$ cat src/sv/mrf_pkg.sv
package mrf_pkg;

	// operation codes carried in the input tuser
	typedef enum logic {
		OP_INSERT = 1'b0,
		OP_READ   = 1'b1
	} op_t;

	// result status codes carried in the output tuser
	typedef enum logic [1:0] {
		ST_OK      = 2'd0,
		ST_NO_DATA = 2'd1,
		ST_FULL    = 2'd2
	} status_t;

	localparam int unsigned WORD_W = 64;

	// input tuser, lowest bit first: operation, reader_id
	typedef struct packed {
		logic reader_id;
		op_t  operation;
	} in_user_t;

	// output tuser, lowest bits first: status, freed
	typedef struct packed {
		logic    freed;
		status_t status;
	} out_user_t;

endpackage

$ cat src/sv/mrf_ram.sv
module mrf_ram #(
	parameter int unsigned WIDTH = 64,
	parameter int unsigned DEPTH = 16
) (
	input  logic                     clk,
	input  logic                     we,
	input  logic [$clog2(DEPTH)-1:0] waddr,
	input  logic [WIDTH-1:0]         wdata,
	input  logic                     re,
	input  logic [$clog2(DEPTH)-1:0] raddr,
	output logic [WIDTH-1:0]         rdata
);

	logic [WIDTH-1:0] mem_q [DEPTH];

	always_ff @(posedge clk) begin
		if (we) begin
			mem_q[waddr] <= wdata;
		end
		if (re) begin
			rdata <= mem_q[raddr];
		end
	end

endmodule

$ cat src/sv/multi_reader_fifo.sv
// multi_reader_fifo: a broadcast fifo of record words shared by READERS readers. an insert
// word (tuser operation insert) appends tdata at the tail; if DEPTH records are already held
// the word is dropped and status full comes back. a read word (tuser operation read) from
// reader reader_id returns the oldest record that reader has not yet seen and marks it seen;
// once every reader has seen the head record it is freed and freed is set in the result.
// a reader with nothing new, or a reader_id at or beyond READERS, gets status no_data with
// zero data. every input word yields exactly one result word. at accept an item updates the
// pointers and issues the record memory access; stage 1 then holds it while the registered
// memory read data arrives, and the result then waits in the output register. the next item
// is taken only once stage 1 is empty and the output register is free or being emptied, so
// only one item at a time is in flight ahead of the output register. records live in
// a single-port-write, registered-read memory; pointers and per-reader offsets are
// registers. no clearing pass is needed after reset.
module multi_reader_fifo #(
	parameter int unsigned DEPTH      = 16,
	parameter int unsigned READERS    = 2,
	parameter int unsigned DATA_WIDTH = 64
) (
	input  logic                        clk,
	input  logic                        arst_n,
	// input channel
	input  logic                        s_tvalid,
	output logic                        s_tready,
	input  logic [mrf_pkg::WORD_W-1:0]  s_tdata,   // data_in
	input  mrf_pkg::in_user_t           s_tuser,   // operation, reader_id
	// result channel
	output logic                        m_tvalid,
	input  logic                        m_tready,
	output logic [mrf_pkg::WORD_W-1:0]  m_tdata,   // data_out
	output mrf_pkg::out_user_t          m_tuser    // status, freed
);

	import mrf_pkg::*;

	localparam int unsigned PTR_W = $clog2(DEPTH);
	localparam int unsigned CNT_W = $clog2(DEPTH + 1);
	localparam int unsigned SUM_W = CNT_W + 1;

	// pointer state
	logic [PTR_W-1:0] head_q;
	logic [CNT_W-1:0] fill_q;
	logic [CNT_W-1:0] off_q [READERS];

	// stage 1: memory read in flight
	logic    s1_valid_q;
	logic    rd_s1;
	status_t status_s1;
	logic    freed_s1;

	// output register
	logic                  out_valid_q;
	logic [WORD_W-1:0]     out_data_q;
	status_t               out_status_q;
	logic                  out_freed_q;

	logic                  accept;
	logic                  is_insert;
	logic                  is_full;
	logic                  rd_ok;
	logic                  has_new;
	logic [CNT_W-1:0]      sel_off;
	logic [SUM_W-1:0]      wr_sum;
	logic [SUM_W-1:0]      rd_sum;
	logic [PTR_W-1:0]      wr_slot;
	logic [PTR_W-1:0]      rd_slot;
	logic [PTR_W-1:0]      head_inc;
	logic [CNT_W-1:0]      off_inc [READERS];
	logic                  all_read;
	logic                  do_write;
	logic                  do_read;
	status_t               status_nxt;
	logic [DATA_WIDTH-1:0] ram_rdata;

	// one item in flight at a time; stage 1 always moves on to the output register
	assign s_tready  = !s1_valid_q && (!out_valid_q || m_tready);
	assign accept    = s_tvalid && s_tready;
	assign is_insert = (s_tuser.operation == OP_INSERT);
	assign is_full   = (fill_q == CNT_W'(DEPTH));

	// offset of the requesting reader; ids past READERS never match
	always_comb begin
		sel_off = '0;
		rd_ok   = 1'b0;
		for (int i = 0; i < READERS; i++) begin
			if (int'(s_tuser.reader_id) == i) begin
				sel_off = off_q[i];
				rd_ok   = 1'b1;
			end
		end
	end

	assign has_new = rd_ok && (sel_off < fill_q);

	// head plus offset, wrapped into the ring
	assign wr_sum  = SUM_W'(head_q) + SUM_W'(fill_q);
	assign rd_sum  = SUM_W'(head_q) + SUM_W'(sel_off);
	assign wr_slot = (wr_sum >= SUM_W'(DEPTH)) ? PTR_W'(wr_sum - SUM_W'(DEPTH))
	                                           : PTR_W'(wr_sum);
	assign rd_slot = (rd_sum >= SUM_W'(DEPTH)) ? PTR_W'(rd_sum - SUM_W'(DEPTH))
	                                           : PTR_W'(rd_sum);
	assign head_inc = (head_q == PTR_W'(DEPTH - 1)) ? '0 : head_q + PTR_W'(1);

	assign do_write = accept && is_insert && !is_full;
	assign do_read  = accept && !is_insert && has_new;

	// bump the reader's offset; head is freed once every offset is past it
	always_comb begin
		all_read = 1'b1;
		for (int i = 0; i < READERS; i++) begin
			off_inc[i] = off_q[i];
			if (int'(s_tuser.reader_id) == i) begin
				off_inc[i] = off_q[i] + CNT_W'(1);
			end
			if (off_inc[i] == '0) begin
				all_read = 1'b0;
			end
		end
	end

	always_comb begin
		if (is_insert) begin
			status_nxt = is_full ? ST_FULL : ST_OK;
		end else begin
			status_nxt = has_new ? ST_OK : ST_NO_DATA;
		end
	end

	mrf_ram #(
		.WIDTH (DATA_WIDTH),
		.DEPTH (DEPTH)
	) u_store (
		.clk   (clk),
		.we    (do_write),
		.waddr (wr_slot),
		.wdata (s_tdata[DATA_WIDTH-1:0]),
		.re    (do_read),
		.raddr (rd_slot),
		.rdata (ram_rdata)
	);

	// pointer and offset update at accept
	always_ff @(posedge clk or negedge arst_n) begin
		if (!arst_n) begin
			head_q <= '0;
			fill_q <= '0;
			for (int i = 0; i < READERS; i++) begin
				off_q[i] <= '0;
			end
		end else if (do_write) begin
			fill_q <= fill_q + CNT_W'(1);
		end else if (do_read) begin
			if (all_read) begin
				head_q <= head_inc;
				fill_q <= fill_q - CNT_W'(1);
				for (int i = 0; i < READERS; i++) begin
					off_q[i] <= off_inc[i] - CNT_W'(1);
				end
			end else begin
				for (int i = 0; i < READERS; i++) begin
					off_q[i] <= off_inc[i];
				end
			end
		end
	end

	// stage 1 control
	always_ff @(posedge clk or negedge arst_n) begin
		if (!arst_n) begin
			s1_valid_q <= 1'b0;
		end else begin
			s1_valid_q <= accept;
		end
	end

	always_ff @(posedge clk) begin
		if (accept) begin
			rd_s1     <= do_read;
			status_s1 <= status_nxt;
			freed_s1  <= do_read && all_read;
		end
	end

	// output register
	always_ff @(posedge clk or negedge arst_n) begin
		if (!arst_n) begin
			out_valid_q <= 1'b0;
		end else if (s1_valid_q) begin
			out_valid_q <= 1'b1;
		end else if (m_tready) begin
			out_valid_q <= 1'b0;
		end
	end

	always_ff @(posedge clk) begin
		if (s1_valid_q) begin
			out_data_q   <= rd_s1 ? WORD_W'(ram_rdata) : '0;
			out_status_q <= status_s1;
			out_freed_q  <= freed_s1;
		end
	end

	assign m_tvalid       = out_valid_q;
	assign m_tdata        = out_data_q;
	assign m_tuser.status = out_status_q;
	assign m_tuser.freed  = out_freed_q;

endmodule

$ cat config.mk
export PLATFORM = sky130hd
export DESIGN_NAME = multi_reader_fifo
export DESIGN_NICKNAME = d
export VERILOG_FILES = /design/src/sv/mrf_pkg.sv /design/src/sv/mrf_ram.sv /design/src/sv/multi_reader_fifo.sv
export SDC_FILE = /design/constraint.sdc
export NUM_CORES = 1
export LEC_CHECK = 0
export BUFFER_PORTS_ARGS = -buffer_cell sky130_fd_sc_hd__buf_4
export CAP_MARGIN = 40
export CORE_MARGIN = 3
export CORE_UTILIZATION = 45
export DETAILED_ROUTE_END_ITERATION = 7
export HOLD_SLACK_MARGIN = 0.02
export SLEW_MARGIN = 25
export SYNTH_ARGS = -nofsm -noshare
export SYNTH_HDL_FRONTEND = slang
export SYNTH_SLANG_ARGS = --single-unit
$ cat constraint.sdc
create_clock -name clk -period 6.8 [get_ports clk]
set_clock_uncertainty 0.15 [all_clocks]
set_input_delay 1.36 -clock clk [delete_from_list [all_inputs] [get_ports clk]]
set_output_delay 1.36 -clock clk [all_outputs]
set_load 0.02 [all_outputs]
==> reports/results.ini <==
[clock_network]
clockBufferDepth = 3
cts_tree = yes
postCtsSetupBuffers = 0
cts-htree-levels = 3
postCtsHoldBufs = 0
clock-root-buffer = clkbuf_16
clk_pin_slew_ns = 0.07
cts_inserted_buffers = 118
cts_resized = 0
clk_latency_ns = 0.70
cts_sinks = 1180

[status]
status = completed

[sta]
min_period_over_period_pct = 65.0
hold_viol_final = 0
finalSetupViolCount = 0
worst_slew_pin_slew_ns = 0.826
slew_headroom_pct = 44.8
final.setup.tns_ns = 0
fmax_ghz = 0.226
rsz0062_at_grt = false
period_needed_ns = 4.42
slew_viol_final = 0

[route]
routed_via_density = 5.73
via_count = 21800
drt_iter0_markers = 2106
drt_first_pass_iters = 7
ant_nets = 0
wire_per_inst_microns = 27.5
wirelength_microns = 105000
drc_errors = 0

[global_route]
grt-ovfl-total = 0
grt_max_degree = 96
grt_pass1_wl_microns = 155000
grt_usage_pct = 20.4
first_global_vias = 23200
antenna_found_initial = 4

[cells_and_area]
area_delta_synth_final_pct = 15.9
nFillCells = 7679
nNetsFinal = 2498
drive_above_1_share_pct = 26.6
fin_cells = 3798

[floorplanning]
die_area_sq_um = 104000
fp.dieH_microns = 323
core_sq_um = 99000
die_width_microns = 323
rows = 115
ios = 139
start_util_pct = 45.7

[critical_path]
reg2reg_from = off_q[0]
worst-r2r-cell-count = 10
critical_path_required_ns = 7.07
startpoint_type = primary input
slowest_stage = fa_4
r2r_setup_slack_ns = 2.81
startpoint = s_tuser[1]
endpoint_kind = flop
r2r-end = u_store.rdata[43]
path_class = in2reg
cp-endpoint = u_store.rdata[43]
arrival_ns = 4.68
worstPathMaxFanout = 39
path_cells = buf_4 -> nand2b_1 -> nand2_1 -> ha_4 -> inv_1 -> fa_4 -> buf_4 -> mux4_2 -> nand2_1 -> and3_1 -> a31oi_1
cpPeakStageDelay_ns = 1.30

[logic_synthesis]
ys_seq_elements = 1180
synthesis.nets = 2282
synth_xor_area_share_pct = 0.609
synth_fa_ha_area_share_pct = 0.658
synthMuxAreaShare_pct = 13.1
synth_top_family_by_area = multiplexers
ys_warn_count = 0
synth_top_flop_cell = edfxtp_1
syn_area_sq_um = 45200
ys_async_sr_fraction_pct = 1.78
synth_area_per_cell_sq_um = 20.6
synth_edf_count = 1159
yosys.area_share.simple_pct = 4.86
synth_cells = 2190
seq_area_frac_synth_pct = 78.1
synth_compound_area_share_pct = 1.45
synth.distinct_cells = 56

[place]
gp_congestion = 0.735
port_buffers = 138
post-dp-hpwl_microns = 54100
dp_cells = 3572

[pwr]
powerDensity_nw_per_um2 = 519
peakVddDrop_uv = 733
power.leakage_nw = 17.3

[min_path]
min_path_type = reg2reg

[run]
drv_cap = 0

## critical path: cells and delay by family
kind	cells	cell delay (ns)
compound gates	1	0.04
fa+ha+maj	2	1.44
buf+inv	3	0.80
mux	1	0.39
simple gates	4	0.61
## worst min-delay path by stage
stage	startpoint	endpoint	slack (ns)	cells after the start
global placement	freed_s1	out_freed_q	0.26	0
floorplan	freed_s1	out_freed_q	0.25	0
finish	status_s1[0]	out_status_q[0]	0.27	0
detailed placement	status_s1[0]	out_status_q[0]	0.26	0
global route	status_s1[0]	out_status_q[0]	0.28	0
CTS	status_s1[0]	out_status_q[0]	0.27	0
## per-stage QoR
step / util, % / hold WS [ns] / worst slack [ns] / cell area [sq um] / power [mW]
6_report: 53.0 / 0.270 / 2.38 / 52400 / 27.2
5_1_grt: 52.9 / 0.275 / 2.26 / 52400 / 28.7
4_1_cts: 52.9 / 0.273 / 2.41 / 52400 / 27.6
3_5_place_dp: 49.0 / 0.258 / 1.69 / 48500 / 21.0
3_3_place_gp: 48.8 / 0.262 / 1.76 / 48300 / 20.8
2_1_floorplan: - / 0.250 / 0.988 / 45200 / 17.4
## Yosys cell counts, types with 3 or more instances
cell type  number  area (sq um)
inv_1          16          60.1
xnor2_1        15           131
o21ai_1         7          35.0
a21o_1          4          30.0
ha_1           19           238
mux2_2          3          33.8
nand2b_1        3          18.8
nor3_1          3          15.0
o31a_1          5          43.8
nand2_1       271          1020
nand3b_1        3          22.5
nor4_1          4          25.0
and2_1         67           419
mux2i_1        10           100
a21oi_1         6          30.0
buf_4           3          22.5
edfxtp_1     1159         34800
and3_1         66           413
fa_1            3          60.1
nor2b_1         4          25.0
buf_1           3          11.3
mux4_2        256          5770
o21ai_0         3          15.0
xor2_1          9          78.8
clkbuf_1       74           278
nor2_1         20          75.1
mux2_1          3          33.8
a31oi_1        66           413
buf_2          32           160
dfrtp_1        21           526
## placed cells by master, fill, tap and decap left out, drive strengths merged, types with 17 or more instances in the layout
| cell | count |
|---|---|
| a31oi | 66 |
| and2 | 67 |
| and3 | 66 |
| buf | 208 |
| clkbuf | 143 |
| clkinv | 57 |
| dfrtp | 21 |
| edfxtp | 1159 |
| ha | 19 |
| inv | 20 |
| mux4 | 256 |
| nand2 | 272 |
| nor2 | 21 |
| xnor2 | 17 |
## registers in the layout, indices dropped and copies added, names as in the netlist
name           cells
u_store.mem_q   1024
u_store.rdata     64
freed_s1           1
off_q             10
s1_valid_q         1
rd_s1              1
out_status_q       2
out_freed_q        1
fill_q             5
head_q             4
m_tdata           64
status_s1          2
m_tvalid           1
## where the power goes
group          internal, mW  leakage, nW  switching [mW]  total, mW
Clock                  3.82         1.90            2.68       6.51
Sequential             9.13         10.7           0.284       9.42
Combinational          4.94         4.62            6.34       11.3
## cell type report
type,count,area [sq um],share of cell area (%)
Multi-Input combinational cell,881,9550,18.2
Timing Repair Buffer,208,1980,3.77
Antenna cell,4,10.0,0.0191
Clock buffer,143,3090,5.89
Inverter,17,65.1,0.124
Clock inverter,78,793,1.51
Sequential cell,1180,35300,67.4
Tap cell,1287,1610,3.07
## cell families after synthesis
logic type / count (synthesis)
fa+ha+maj: 22
buf+inv: 129
mux: 272
simple gates: 458
compound gates: 101
xor+xnor: 28
flops: 1180
## layer usage
layer | track usage [%] | vias up | routed length [microns]
met5 | 0 | - | 10
met4 | 5.15 | 2 | 2060
met3 | 3.18 | 143 | 6230
met2 | 34.6 | 666 | 53000
met1 | 28.0 | 11600 | 43300
li1 | - | 9309 | -
Note: power is estimated with default switching activity, not from simulation.
